<file path="config.mk">
export PLATFORM = sky130hd
export DESIGN_NAME = hill_block_encrypt
export DESIGN_NICKNAME = d
export VERILOG_FILES = /design/src/hw/rtl/hbe_pkg.sv /design/src/hw/rtl/hill_block_encrypt.sv /design/src/hw/rtl/hbe_ram.sv /design/src/hw/rtl/hbe_ctrl.sv /design/src/hw/rtl/hbe_dp.sv
export SDC_FILE = /design/constraint.sdc
export NUM_CORES = 1
export LEC_CHECK = 0
export BUFFER_PORTS_ARGS = -buffer_cell sky130_fd_sc_hd__buf_2
export CAP_MARGIN = 20
export CORE_UTILIZATION = 30
export CTS_CLUSTER_DIAMETER = 30
export DETAILED_ROUTE_END_ITERATION = 16
export HOLD_SLACK_MARGIN = 0.05
export PLACE_DENSITY = 0.47
export SLEW_MARGIN = 5
export SYNTH_ARGS = -nofsm -noshare
export SYNTH_HDL_FRONTEND = slang
export SYNTH_SLANG_ARGS = --single-unit
</file>
<file path="constraint.sdc">
create_clock -name clk_i -period 6.2 [get_ports clk_i]
set_input_delay 0.62 -clock clk_i [delete_from_list [all_inputs] [get_ports clk_i]]
set_output_delay 0.62 -clock clk_i [all_outputs]
set_load 0.005 [all_outputs]
</file>
<file path="src/hw/rtl/hbe_pkg.sv">
// Shared types and constants of the Hill block encryption engine.
`default_nettype none

package hbe_pkg;

  localparam int unsigned SYM_W      = 5;  // symbol and key entry width
  localparam int unsigned IDX_W      = 4;  // row, column and fill counters (dimension up to 16)
  localparam int unsigned DIM_W      = 4;  // block_dimension register width
  localparam int unsigned APB_ADDR_W = 3;  // one 32-bit register at byte address 0
  localparam int unsigned APB_DATA_W = 32;

  localparam logic [DIM_W-1:0] DIM_RESET     = 4'd2;
  localparam logic             REG_BLOCK_DIM = 1'b0;  // register index, paddr[2]

  localparam logic OP_KEY_WRITE = 1'b0;
  localparam logic OP_SYMBOL    = 1'b1;

  typedef enum logic [2:0] {
    ST_IDLE,
    ST_READ,
    ST_MAC,
    ST_RED_Q,
    ST_RED_R,
    ST_OUT
  } hbe_state_e;

  typedef struct packed {
    logic             key_wr;    // store key_value at (key_row, key_col)
    logic             buf_wr;    // store symbol at fill position
    logic             acc_clr;   // start a new row sum
    logic             ram_rd;    // read key entry (row, col)
    logic             mac_en;    // add key entry * buffered symbol
    logic             red_q_en;  // register reduction quotient
    logic             red_r_en;  // register reduced result into output word
    logic             last;      // output word closes the block
    logic [IDX_W-1:0] fill;
    logic [IDX_W-1:0] row;
    logic [IDX_W-1:0] col;
  } hbe_cmd_t;

endpackage

`default_nettype wire

</file>
<file path="src/hw/rtl/hill_block_encrypt.sv">
// Top level of the Hill block encryption engine with its APB register.
`default_nettype none

// Hill cipher engine, mod ALPHABET. Each input word is either a key write
// (op 0: key_value into entry key_row, key_col of the key store, ignored when
// the row or column is not below MAX_DIM) or a symbol (op 1). Symbols collect
// into a block of n = block_dimension (clamped to 2..MAX_DIM). The word that
// completes a block produces n output words, out_i = sum_j k[i][j]*x_j mod
// ALPHABET, with block_last set on the final one; load the inverse key to
// decrypt. Key writes and other symbols are taken whenever the engine is idle.
// After the last symbol of a block the engine runs a single multiply-accumulate
// unit fed by the key RAM, whose read is registered: for each row, every term
// takes a key read step and a MAC step, then the modular reduction registers
// the quotient and then the reduced result into the output register, which
// holds the word until it is taken. No input word is taken while a block is
// being computed or its results are being delivered. Key entries read by a
// block must have been written first. Writing block_dimension (APB, byte
// address 0) drops a partially collected block; write it only while idle.

module hill_block_encrypt #(
  parameter int unsigned MAX_DIM  = 9,
  parameter int unsigned ALPHABET = 26
) (
  input  wire logic                              clk_i,
  input  wire logic                              rst_ni,
  // APB register port
  input  wire logic                              psel,
  input  wire logic                              penable,
  input  wire logic                              pwrite,
  input  wire logic [hbe_pkg::APB_ADDR_W-1:0]    paddr,
  input  wire logic [hbe_pkg::APB_DATA_W-1:0]    pwdata,
  output logic      [hbe_pkg::APB_DATA_W-1:0]    prdata,
  output logic                                   pready,
  // input words
  input  wire logic                              in_valid_i,
  output logic                                   in_ready_o,
  input  wire logic                              op_i,
  input  wire logic [hbe_pkg::IDX_W-1:0]         key_row_i,
  input  wire logic [hbe_pkg::IDX_W-1:0]         key_col_i,
  input  wire logic [hbe_pkg::SYM_W-1:0]         key_value_i,
  input  wire logic [hbe_pkg::SYM_W-1:0]         symbol_i,
  // result words
  output logic                                   out_valid_o,
  input  wire logic                              out_ready_i,
  output logic      [hbe_pkg::SYM_W-1:0]         out_symbol_o,
  output logic                                   block_last_o
);
  import hbe_pkg::*;

  localparam logic [DIM_W-1:0] MAX_N = DIM_W'(MAX_DIM);

  // block_dimension register
  logic [DIM_W-1:0] dim_q, dim_d;
  logic             cfg_wr;

  assign pready = 1'b1;
  // paddr[2] selects the register; byte offset bits are ignored
  assign cfg_wr = psel && penable && pwrite && pready && (paddr[2] == REG_BLOCK_DIM);
  assign dim_d  = cfg_wr ? pwdata[DIM_W-1:0] : dim_q;
  assign prdata = (paddr[2] == REG_BLOCK_DIM) ? APB_DATA_W'(dim_q) : '0;

  always_ff @(posedge clk_i or negedge rst_ni) begin
    if (!rst_ni) begin
      dim_q <= DIM_RESET;
    end else begin
      dim_q <= dim_d;
    end
  end

  // active dimension minus one; values outside 2..MAX_DIM are clamped
  // (upper compare in full width so a MAX_DIM past the register range never clamps)
  logic [DIM_W-1:0] n_act;
  logic [IDX_W-1:0] nm1;

  always_comb begin
    if (dim_q < DIM_W'(2)) begin
      n_act = DIM_W'(2);
    end else if (int'(dim_q) > int'(MAX_DIM)) begin
      n_act = MAX_N;
    end else begin
      n_act = dim_q;
    end
  end

  assign nm1 = IDX_W'(n_act - 1'b1);

  hbe_cmd_t cmd;

  hbe_ctrl u_ctrl (
    .clk_i       (clk_i),
    .rst_ni      (rst_ni),
    .in_valid_i  (in_valid_i),
    .in_ready_o  (in_ready_o),
    .op_i        (op_i),
    .out_valid_o (out_valid_o),
    .out_ready_i (out_ready_i),
    .cfg_wr_i    (cfg_wr),
    .nm1_i       (nm1),
    .cmd_o       (cmd)
  );

  hbe_dp #(
    .MAX_DIM  (MAX_DIM),
    .ALPHABET (ALPHABET)
  ) u_dp (
    .clk_i        (clk_i),
    .cmd_i        (cmd),
    .key_row_i    (key_row_i),
    .key_col_i    (key_col_i),
    .key_value_i  (key_value_i),
    .symbol_i     (symbol_i),
    .out_symbol_o (out_symbol_o),
    .block_last_o (block_last_o)
  );

endmodule

`default_nettype wire

</file>
<file path="src/hw/rtl/hbe_ram.sv">
// Generic simple dual-port RAM with registered read.
`default_nettype none

module hbe_ram #(
  parameter int unsigned WIDTH = 5,
  parameter int unsigned DEPTH = 81
) (
  input  wire logic                     clk_i,
  input  wire logic                     we_i,
  input  wire logic [$clog2(DEPTH)-1:0] waddr_i,
  input  wire logic [WIDTH-1:0]         wdata_i,
  input  wire logic                     re_i,
  input  wire logic [$clog2(DEPTH)-1:0] raddr_i,
  output logic      [WIDTH-1:0]         rdata_o
);

  logic [WIDTH-1:0] mem_q [DEPTH];

  always_ff @(posedge clk_i) begin
    if (we_i) begin
      mem_q[waddr_i] <= wdata_i;
    end
    if (re_i) begin
      rdata_o <= mem_q[raddr_i];
    end
  end

endmodule

`default_nettype wire

</file>
<file path="src/hw/rtl/hbe_ctrl.sv">
// Sequencer: symbol collection, row/column MAC loop, reduction and output handshake.
`default_nettype none

module hbe_ctrl (
  input  wire logic                    clk_i,
  input  wire logic                    rst_ni,
  input  wire logic                    in_valid_i,
  output logic                         in_ready_o,
  input  wire logic                    op_i,
  output logic                         out_valid_o,
  input  wire logic                    out_ready_i,
  input  wire logic                    cfg_wr_i,
  input  wire logic [hbe_pkg::IDX_W-1:0] nm1_i,
  output hbe_pkg::hbe_cmd_t            cmd_o
);
  import hbe_pkg::*;

  hbe_state_e       state_q, state_d;
  logic [IDX_W-1:0] fill_q, fill_d;
  logic [IDX_W-1:0] row_q, row_d;
  logic [IDX_W-1:0] col_q, col_d;

  logic sym_acc;
  assign sym_acc = (state_q == ST_IDLE) && in_valid_i && (op_i == OP_SYMBOL);

  // next state and counters
  always_comb begin
    state_d = state_q;
    fill_d  = fill_q;
    row_d   = row_q;
    col_d   = col_q;
    case (state_q)
      ST_IDLE: begin
        if (sym_acc) begin
          if (fill_q == nm1_i) begin
            fill_d  = '0;
            row_d   = '0;
            col_d   = '0;
            state_d = ST_READ;
          end else begin
            fill_d = fill_q + 1'b1;
          end
        end
      end
      ST_READ: state_d = ST_MAC;
      ST_MAC: begin
        if (col_q == nm1_i) begin
          state_d = ST_RED_Q;
        end else begin
          col_d   = col_q + 1'b1;
          state_d = ST_READ;
        end
      end
      ST_RED_Q: state_d = ST_RED_R;
      ST_RED_R: state_d = ST_OUT;
      ST_OUT: begin
        if (out_ready_i) begin
          if (row_q == nm1_i) begin
            state_d = ST_IDLE;
          end else begin
            row_d   = row_q + 1'b1;
            col_d   = '0;
            state_d = ST_READ;
          end
        end
      end
      default: state_d = ST_IDLE;
    endcase
    // a dimension write drops any partial block
    if (cfg_wr_i) begin
      fill_d = '0;
    end
  end

  // outputs
  always_comb begin
    in_ready_o    = 1'b0;
    out_valid_o   = 1'b0;
    cmd_o         = '0;
    cmd_o.fill    = fill_q;
    cmd_o.row     = row_q;
    cmd_o.col     = col_q;
    case (state_q)
      ST_IDLE: begin
        in_ready_o    = 1'b1;
        cmd_o.key_wr  = in_valid_i && (op_i == OP_KEY_WRITE);
        cmd_o.buf_wr  = sym_acc;
        cmd_o.acc_clr = sym_acc && (fill_q == nm1_i);
      end
      ST_READ:  cmd_o.ram_rd   = 1'b1;
      ST_MAC:   cmd_o.mac_en   = 1'b1;
      ST_RED_Q: cmd_o.red_q_en = 1'b1;
      ST_RED_R: begin
        cmd_o.red_r_en = 1'b1;
        cmd_o.last     = (row_q == nm1_i);
      end
      ST_OUT: begin
        out_valid_o   = 1'b1;
        cmd_o.acc_clr = out_ready_i && (row_q != nm1_i);
      end
      default: ;
    endcase
  end

  always_ff @(posedge clk_i or negedge rst_ni) begin
    if (!rst_ni) begin
      state_q <= ST_IDLE;
      fill_q  <= '0;
      row_q   <= '0;
      col_q   <= '0;
    end else begin
      state_q <= state_d;
      fill_q  <= fill_d;
      row_q   <= row_d;
      col_q   <= col_d;
    end
  end

  // fill position stays inside the active block
  assert property (@(posedge clk_i) disable iff (!rst_ni) fill_q <= nm1_i)
    else $error("fill count beyond block dimension");

  // completing a block starts row 0, column 0
  assert property (@(posedge clk_i) disable iff (!rst_ni)
    sym_acc && (fill_q == nm1_i) |=> (state_q == ST_READ) && (row_q == '0) && (col_q == '0))
    else $error("block completion did not start the MAC loop");

  // row and column counters never pass the dimension while computing
  assert property (@(posedge clk_i) disable iff (!rst_ni)
    (state_q != ST_IDLE) |-> (row_q <= nm1_i) && (col_q <= nm1_i))
    else $error("row or column counter out of range");

endmodule

`default_nettype wire

</file>
<file path="src/hw/rtl/hbe_dp.sv">
// Datapath: key store, block buffer, MAC accumulator, mod reduction, output register.
`default_nettype none

module hbe_dp #(
  parameter int unsigned MAX_DIM  = 9,
  parameter int unsigned ALPHABET = 26
) (
  input  wire logic                        clk_i,
  input  wire hbe_pkg::hbe_cmd_t           cmd_i,
  input  wire logic [hbe_pkg::IDX_W-1:0]   key_row_i,
  input  wire logic [hbe_pkg::IDX_W-1:0]   key_col_i,
  input  wire logic [hbe_pkg::SYM_W-1:0]   key_value_i,
  input  wire logic [hbe_pkg::SYM_W-1:0]   symbol_i,
  output logic      [hbe_pkg::SYM_W-1:0]   out_symbol_o,
  output logic                             block_last_o
);
  import hbe_pkg::*;

  localparam int unsigned DEPTH   = MAX_DIM * MAX_DIM;
  localparam int unsigned KA_W    = $clog2(DEPTH);
  localparam int unsigned BI_W    = $clog2(MAX_DIM);
  localparam int unsigned SYM_MAX = (1 << SYM_W) - 1;
  localparam int unsigned SUM_W   = $clog2(MAX_DIM * SYM_MAX * SYM_MAX + 1);
  // floor(2^SUM_W / ALPHABET): quotient estimate is exact or one low
  localparam int unsigned RECIP   = (1 << SUM_W) / ALPHABET;
  localparam int unsigned ALPHA_W = $clog2(ALPHABET + 1);
  localparam int unsigned RES_W   = (ALPHA_W + 1 > SYM_W) ? ALPHA_W + 1 : SYM_W;

  logic            key_we;
  logic [KA_W-1:0] key_waddr, key_raddr;
  logic [SYM_W-1:0] key_rdata;

  assign key_we    = cmd_i.key_wr && (int'(key_row_i) < MAX_DIM) && (int'(key_col_i) < MAX_DIM);
  assign key_waddr = KA_W'(int'(key_row_i) * MAX_DIM + int'(key_col_i));
  assign key_raddr = KA_W'(int'(cmd_i.row) * MAX_DIM + int'(cmd_i.col));

  hbe_ram #(
    .WIDTH (SYM_W),
    .DEPTH (DEPTH)
  ) u_key_ram (
    .clk_i   (clk_i),
    .we_i    (key_we),
    .waddr_i (key_waddr),
    .wdata_i (key_value_i),
    .re_i    (cmd_i.ram_rd),
    .raddr_i (key_raddr),
    .rdata_o (key_rdata)
  );

  // block buffer
  logic [SYM_W-1:0] blk_q [MAX_DIM];

  always_ff @(posedge clk_i) begin
    if (cmd_i.buf_wr) begin
      blk_q[cmd_i.fill[BI_W-1:0]] <= symbol_i;
    end
  end

  // multiply-accumulate, one term per MAC step
  logic [2*SYM_W-1:0] prod;
  logic [SUM_W-1:0]   acc_q;

  assign prod = key_rdata * blk_q[cmd_i.col[BI_W-1:0]];

  always_ff @(posedge clk_i) begin
    if (cmd_i.acc_clr) begin
      acc_q <= '0;
    end else if (cmd_i.mac_en) begin
      acc_q <= acc_q + SUM_W'(prod);
    end
  end

  // reduction: quotient by reciprocal, then subtract and one correction
  logic [2*SUM_W-1:0] qprod;
  logic [SUM_W-1:0]   q_q;
  logic [SUM_W-1:0]   rem_full;
  logic [RES_W-1:0]   rem, res;

  assign qprod    = acc_q * SUM_W'(RECIP);
  assign rem_full = acc_q - q_q * SUM_W'(ALPHABET);
  assign rem      = rem_full[RES_W-1:0];
  assign res      = (rem >= RES_W'(ALPHABET)) ? rem - RES_W'(ALPHABET) : rem;

  always_ff @(posedge clk_i) begin
    if (cmd_i.red_q_en) begin
      q_q <= qprod[2*SUM_W-1:SUM_W];
    end
    if (cmd_i.red_r_en) begin
      out_symbol_o <= res[SYM_W-1:0];
      block_last_o <= cmd_i.last;
    end
  end

endmodule

`default_nettype wire

</file>
==> out/metrics.csv, run 1 <==
stage,metric,value,unit
clock_network,cts_tree,yes,
synth,yosys-mux-area-fraction,11.7,%
setup_path,cp.required,6.69,ns
setup_path,crit_chain,mux4_2 -> mux2i_1 -> nor2_1 -> a21oi_1 -> nor2b_1 -> fa_1 -> inv_1 -> fa_1 -> fa_1 -> inv_1 -> ha_1 -> nor2b_1 -> o21a_1 -> o21ai_0 -> a21oi_1 -> a32oi_1 -> nor2_1 -> a21o_1,
timing,drv_slew,0,
setup_path,cp_common_cell,fa_1,
finish,layout.cells.non_filler,2855,
timing,setup_viol,0,
die,die_w,287,µm
setup_path,critPathTopFamily,adder cells,
timing,fin_tns_setup,0,ns
clock_network,cts-resized-gates,0,
setup_path,cp_num_buf_inv,2,
timing,whs,0.196,ns
synth,synth_compound_area_share,4.93,%
synth,synth-adder-area-share,10.3,%
setup_path,slowest_delay,0.78,ns
timing,hold_viol_final,0,
synth,yosys-top-cells-area,"edfxtp_1 58%, mux4_2 9.0%, ha_1 5.2%",
die,ioPinCount,102,
grt,globalRouteOverflowTotal,0,
timing,min_period,5.44,ns
route,vias_per_cell,4.69,
finish,n_antenna_cell,0,
clock_network,path_clk_slew,0.04,ns
synth,seq_area_frac_synth,60.7,%
clock_network,insertion_delay,0.68,ns
synth,yosys.area_share.simple,6.42,%
synth,synth_area,24300,µm²
grt,grt_pass1_vias,14340,
die,rows,104,
place,place.gp.congestion,0.762,
place,io_buffers,42,
synth,synth_top_area_share,57.6,%
synth,synthCells,1572,
pwr,ir_drop,281,µV
die,start_util,30.2,%
synth,yosysMostFrequentCell,edfxtp_1,
clock_network,cts-buffers-inserted,105,
setup_path,crit_arrival,5.93,ns
finish,area_delta_synth_final,20.9,%
grt,grt_max_degree,82,
route,vias,13383,
place,place_inst,2661,
clock_network,cts_root_buf,clkbuf_16,
synth,synth.largest_area_cell,edfxtp_1,
synth,async_flop_share,3.81,%
synth,synth_edf_count,466,
pwr,leakagePower,10.4,nW
synth,synthXorXnorAreaFrac,1.79,%
route,postRouteAntennaNets,0,
pwr,powerDensity,441,nW/µm²
setup_path,setup.worst_path.end_class,flip-flop,
job,cap_violations,0,
worst_hold_path,hold_path_class,input pin to flip-flop,
synth,synth_common_cells,"466 x edfxtp_1, 127 x inv_1, 101 x ha_1, 97 x mux4_2, 97 x nor2_1",
route,firstDrtPassIters,5,
timing,fin_skew,0.0794,ns
setup_path,crit_path_start_kind,flip-flop,
route,drcViolationCount,0,
synth,synth-main-ff-cell,edfxtp_1,
route,route.final.wire_length,56300,µm
setup_path,path_class,flip-flop to flip-flop,
outcome,status,"complete, no violations",
route,first_iter_violations,773,
finish,final_nets,1933,
synth,yosysWarnings,0,
timing,finalCritPeriodShare,87.8,%
clock_network,cts_sinks,499,
grt,grt_pass1_wl,87200,µm
timing,max_freq,184,MHz
route,wl_per_cell,19.7,µm
die,core,80400,µm²
synth,synth_top_family_by_area,multiplexers,
synth,synthDistinctLibCells,73,
finish,drive_gt1_share,20.6,%
grt,antenna_found_initial,3,
synth,syn_area_per_cell,15.5,µm²
timing,rsz0062_at_grt,false,
clock_network,cts_buffer_depth,3,
timing,relSlewSlack,32.7,%
grt,grtUsageTotal,14.1,%
clock_network,cts.htree.levels,3,
synth,ys_ff_latch,499,
die,dieHeight,287,µm
place,dp_hpwl,36500,µm
die,die_area,82200,µm²
finish,fin_util,36.5,%
timing,tightest_slew,1.00,ns
setup_path,cp_slowest_cell,dfrtp_1,
finish,fin_area,29400,µm²
place,place_area,25800,µm²
setup_path,critical_path.max_fanout,11,
-- worst paths after layout --
kind | from | endpoint | slack, ns | depth (start not counted)
max in group asynchronous | rst_ni | u_ctrl.row_q[0] | 5.32 | 2
max | u_ctrl.col_q[0] | u_dp.acc_q[12] | 0.76 | 18
min reg2reg | u_dp.acc_q[13] | u_dp.acc_q[13] | 0.59 | 2
min | pwdata[3] | dim_q[3] | 0.20 | 2
min in group asynchronous | rst_ni | u_ctrl.col_q[1] | 0.50 | 2
max reg2reg | u_ctrl.col_q[0] | u_dp.acc_q[12] | 0.76 | 18
-- cells by family (layout without fill, tap and decap cells) --
kind of cell	Yosys count	count (layout)
other	2	29
buffers and inverters	213	409
adders and majority gates	163	163
xor gates and xnor gates	48	48
AOI/OAI and AO/OA	170	170
muxes	161	161
DFF	499	499
and+or+nand+nor	316	316
-- metrics by stage --
stage / total power, mW / worst slack (ns)
2_1_floorplan: 6.71 / 1.40
3_3_place_gp: 7.55 / 0.766
5_1_grt: 13.7 / 0.316
4_1_cts: 13.1 / 0.641
3_5_place_dp: 7.57 / 0.730
6_report: 12.9 / 0.758
-- layer usage --
| layer | up-vias | share of wire [%] | global-route usage [%] |
|---|---|---|---|
| li1 | 6171 | - | - |
| met1 | 6840 | 44 | 18.3 |
| met2 | 281 | 50 | 23.7 |
| met3 | 91 | 3.9 | 2.58 |
| met4 | 0 | 2.2 | 4.55 |
| met5 | - | 0 | 0 |
-- layout make-up --
cell class / count / area, µm²
fill: 7607 / 51000
sequential: 499 / 14800
multi-input combinational: 887 / 8690
clock buffer: 119 / 2700
tap: 1060 / 1330
clock inverter: 74 / 875
timing repair buffer: 89 / 566
inverter: 127 / 477
-- cell usage in the layout (no fill, tap or decap), drive strengths merged, types with 37 or more instances in the layout --
master  synthesis  layout
ha            101     101
edfxtp        466     466
a21oi          40      40
nor2b          37      37
nor3           48      48
buf            60      88
fa             62      62
nand2          55      55
mux2i          54      54
inv           127     127
clkbuf         26     119
nor2           97      97
mux4           97      97
clkinv          0      50
-- where the power goes --
group / leakage (nW) / total (mW) / switching [mW] / internal [mW]
Sequential: 4.56 / 4.00 / 0.177 / 3.82
Clock: 1.70 / 5.51 / 1.85 / 3.67
Combinational: 4.19 / 3.43 / 1.92 / 1.51
-- state kept, by name, summed over array words and instances (netlist names) --
signal	count
u_dp.blk_q	45
u_dp.q_q	5
u_dp.out_symbol_o	5
u_dp.u_key_ram.rdata_o	5
u_ctrl.state_q	3
u_dp.acc_q	14
u_dp.block_last_o	1
u_ctrl.fill_q	4
dim_q	4
u_dp.u_key_ram.mem_q	405
u_ctrl.row_q	4
u_ctrl.col_q	4
-- timing repair --
item | in CTS | in global routing
setup buffers | 0 | 0
hold endpoints to repair | 18 | 0
hold buffers | 1 | 0
No activity file was read; power rests on OpenSTA's default activity.
==> run 2: changes to the inputs <==
--- a/config.mk
+++ b/config.mk
@@ -7,11 +7,13 @@
 export LEC_CHECK = 0
 export BUFFER_PORTS_ARGS = -buffer_cell sky130_fd_sc_hd__buf_2
 export CAP_MARGIN = 20
+export CELL_PAD_IN_SITES_DETAIL_PLACEMENT = 0
+export CELL_PAD_IN_SITES_GLOBAL_PLACEMENT = 1
 export CORE_UTILIZATION = 30
 export CTS_CLUSTER_DIAMETER = 30
 export DETAILED_ROUTE_END_ITERATION = 16
 export HOLD_SLACK_MARGIN = 0.05
-export PLACE_DENSITY = 0.47
+export PLACE_DENSITY = 0.52
 export SLEW_MARGIN = 5
 export SYNTH_ARGS = -nofsm -noshare
 export SYNTH_HDL_FRONTEND = slang
==> constraint.sdc (replaced) <==
create_clock -name clk_i -period 6.2 [get_ports clk_i]
set_input_delay 0.62 -clock clk_i [delete_from_list [all_inputs] [get_ports clk_i]]
set_output_delay 0.62 -clock clk_i [all_outputs]
set_load 0.01 [all_outputs]
==> run 2 against run 1 <==
Global-route usage increased by 0.18 points. Total power increased by 3.4%. Utilization increased by 0.16 points. Wire length increased by 1.7%. Critical path depth decreased by 1. Critical endpoint unchanged. First-iteration DRC count decreased by 12%. Register-to-register slack improved by 0.04 ns. Worst hold slack improved by 0.033 ns. Combinational power increased by 1%. Clock power increased by 7.4%. Flip-flop and latch count unchanged.
==> out/metrics.csv, run 2 (same netlist as run 1, synthesis figures left out) <==
stage,metric,value,unit
outcome,status,"complete, no violations",
timing,max_freq,185,MHz
finish,area_delta_synth_final,21.4,%
finish,n_fill_cell,7666,
timing,min_period,5.41,ns
job,cap_violations,0,
timing,tightest_slew,1.09,ns
clock_network,cts_buffer_depth,3,
grt,globalRouteOverflowTotal,0,
setup_path,cp_common_cell,fa_1,
timing,rsz0062_at_grt,false,
timing,fin_tns_setup,0,ns
timing,fin_skew,0.0493,ns
die,die_area,82200,µm²
finish,final_common_cell,edfxtp_1,
die,rows,104,
route,vias,13232,
pwr,powerDensity,454,nW/µm²
setup_path,crit_arrival,5.91,ns
die,dieHeight,287,µm
worst_hold_path,hold_path_class,input pin to flip-flop,
timing,hold_viol_final,0,
pwr,total_power,13.4,mW
finish,largest_reg_flops,405,
grt,antenna_found_initial,1,
clock_network,path_clk_slew,0.04,ns
setup_path,crit_path_start_kind,flip-flop,
setup_path,crit_chain,mux4_2 -> mux2i_1 -> nor2_1 -> a21oi_1 -> nand2b_1 -> fa_1 -> fa_1 -> fa_1 -> inv_1 -> ha_1 -> nor2b_1 -> o21a_1 -> o21ai_0 -> a21oi_1 -> a32oi_1 -> nor2_1 -> a21o_1,
finish,register_area,14800,µm²
grt,grt_pass1_vias,14101,
clock_network,cts-buffers-inserted,103,
timing,relSlewSlack,27.1,%
finish,fin_util,36.7,%
timing,drv_slew,0,
place,io_buffers,42,
finish,max_flop_register,u_dp.u_key_ram.mem_q,
timing,setup_viol,0,
place,dp_hpwl,37100,µm
die,ioPinCount,102,
route,wl_per_cell,20.1,µm
pwr,ir_drop,215,µV
pwr,leakagePower,10.5,nW
grt,grt_pass1_wl,87700,µm
route,vias_per_cell,4.65,
setup_path,cp_num_buf_inv,1,
finish,layout_common_cells,"466 x edfxtp_1, 127 x inv_1, 105 x clkbuf_16",
setup_path,critPathTopFamily,adder cells,
place,place.gp.congestion,0.792,
clock_network,insertion_delay,0.65,ns
clock_network,cts_sinks,499,
timing,finalCritPeriodShare,87.2,%
route,first_iter_violations,683,
setup_path,cp.required,6.70,ns
clock_network,cts_root_buf,clkbuf_16,
setup_path,cp_slowest_cell,dfrtp_1,
route,firstDrtPassIters,5,
route,route.final.wire_length,57300,µm
grt,grt_max_degree,82,
finish,n_antenna_cell,0,
grt,grtUsageTotal,14.3,%
clock_network,cts.htree.levels,3,
route,postRouteAntennaNets,0,
setup_path,setup.worst_path.end_class,flip-flop,
die,die_w,287,µm
finish,multi_input_comb_area,8690,µm²
route,drcViolationCount,0,
finish,final_nets,1918,
setup_path,path_class,flip-flop to flip-flop,
die,start_util,30.2,%
setup_path,slowest_delay,0.79,ns
clock_network,cts_tree,yes,
die,core,80400,µm²
finish,drive_gt1_share,20.8,%
setup_path,critical_path.max_fanout,11,
[run 2: final timing paths]
kind                            startpoint          endpoint  slack, ns  cells past startpoint
max reg2reg                u_ctrl.col_q[0]    u_dp.acc_q[12]       0.79                     17
max in group asynchronous           rst_ni          dim_q[1]       5.37                      2
min in group asynchronous           rst_ni  u_ctrl.fill_q[2]       0.48                      2
max                        u_ctrl.col_q[0]    u_dp.acc_q[12]       0.79                     17
min                              pwdata[1]          dim_q[1]       0.23                      2
min reg2reg                 u_dp.acc_q[10]    u_dp.acc_q[10]       0.59                      2
[run 2: metrics by stage]
stage	hold WS (ns)	instance area, µm²	std cells	setup WS, ns
after detailed placement	0.593	25700	2646	0.668
after global placement	0.576	25700	2646	0.743
final	0.229	29500	2844	0.793
after CTS	0.185	29500	2842	0.669
after floorplan	0.324	24400	1599	1.40
after global routing	0.203	29500	2844	0.323
[run 2: cell type report]
type,instances,area share (%)
Tap cell,1060,4.49
Multi-Input combinational cell,887,29.5
Timing Repair Buffer,76,1.62
Sequential cell,499,50.0
Inverter,127,1.62
Clock inverter,79,3.79
Clock buffer,116,9.04
[run 2: per-layer routing]
layer	GRT usage (%)	share of wire (%)	wire length (µm)
met5	0	0.023	13
met4	4.06	2.0	1120
met1	18.9	45	26000
met2	23.3	48	27400
met3	3.35	4.8	2760
[run 2: power breakdown]
part,internal (mW),switching [mW],leakage (nW)
Combinational,1.53,1.94,4.11
Clock,4.06,1.85,1.80
Sequential,3.82,0.185,4.56
[run 2: worst reg2reg max path: stages (launching register included)]
cell	delay (ns)
dfrtp_1	0.79
mux4_2	0.60
mux2i_1	0.17
nor2_1	0.06
a21oi_1	0.41
nand2b_1	0.20
fa_1	0.46
fa_1	0.52
fa_1	0.55
inv_1	0.04
ha_1	0.32
nor2b_1	0.15
o21a_1	0.18
o21ai_0	0.24
a21oi_1	0.17
a32oi_1	0.21
nor2_1	0.06
a21o_1	0.15
[run 2: timing repair]
item	CTS	global route
hold endpoints to repair	18	0
hold buffers	1	0
setup endpoints to repair	0	0
buffers inserted	0	0
gates resized for setup	0	0
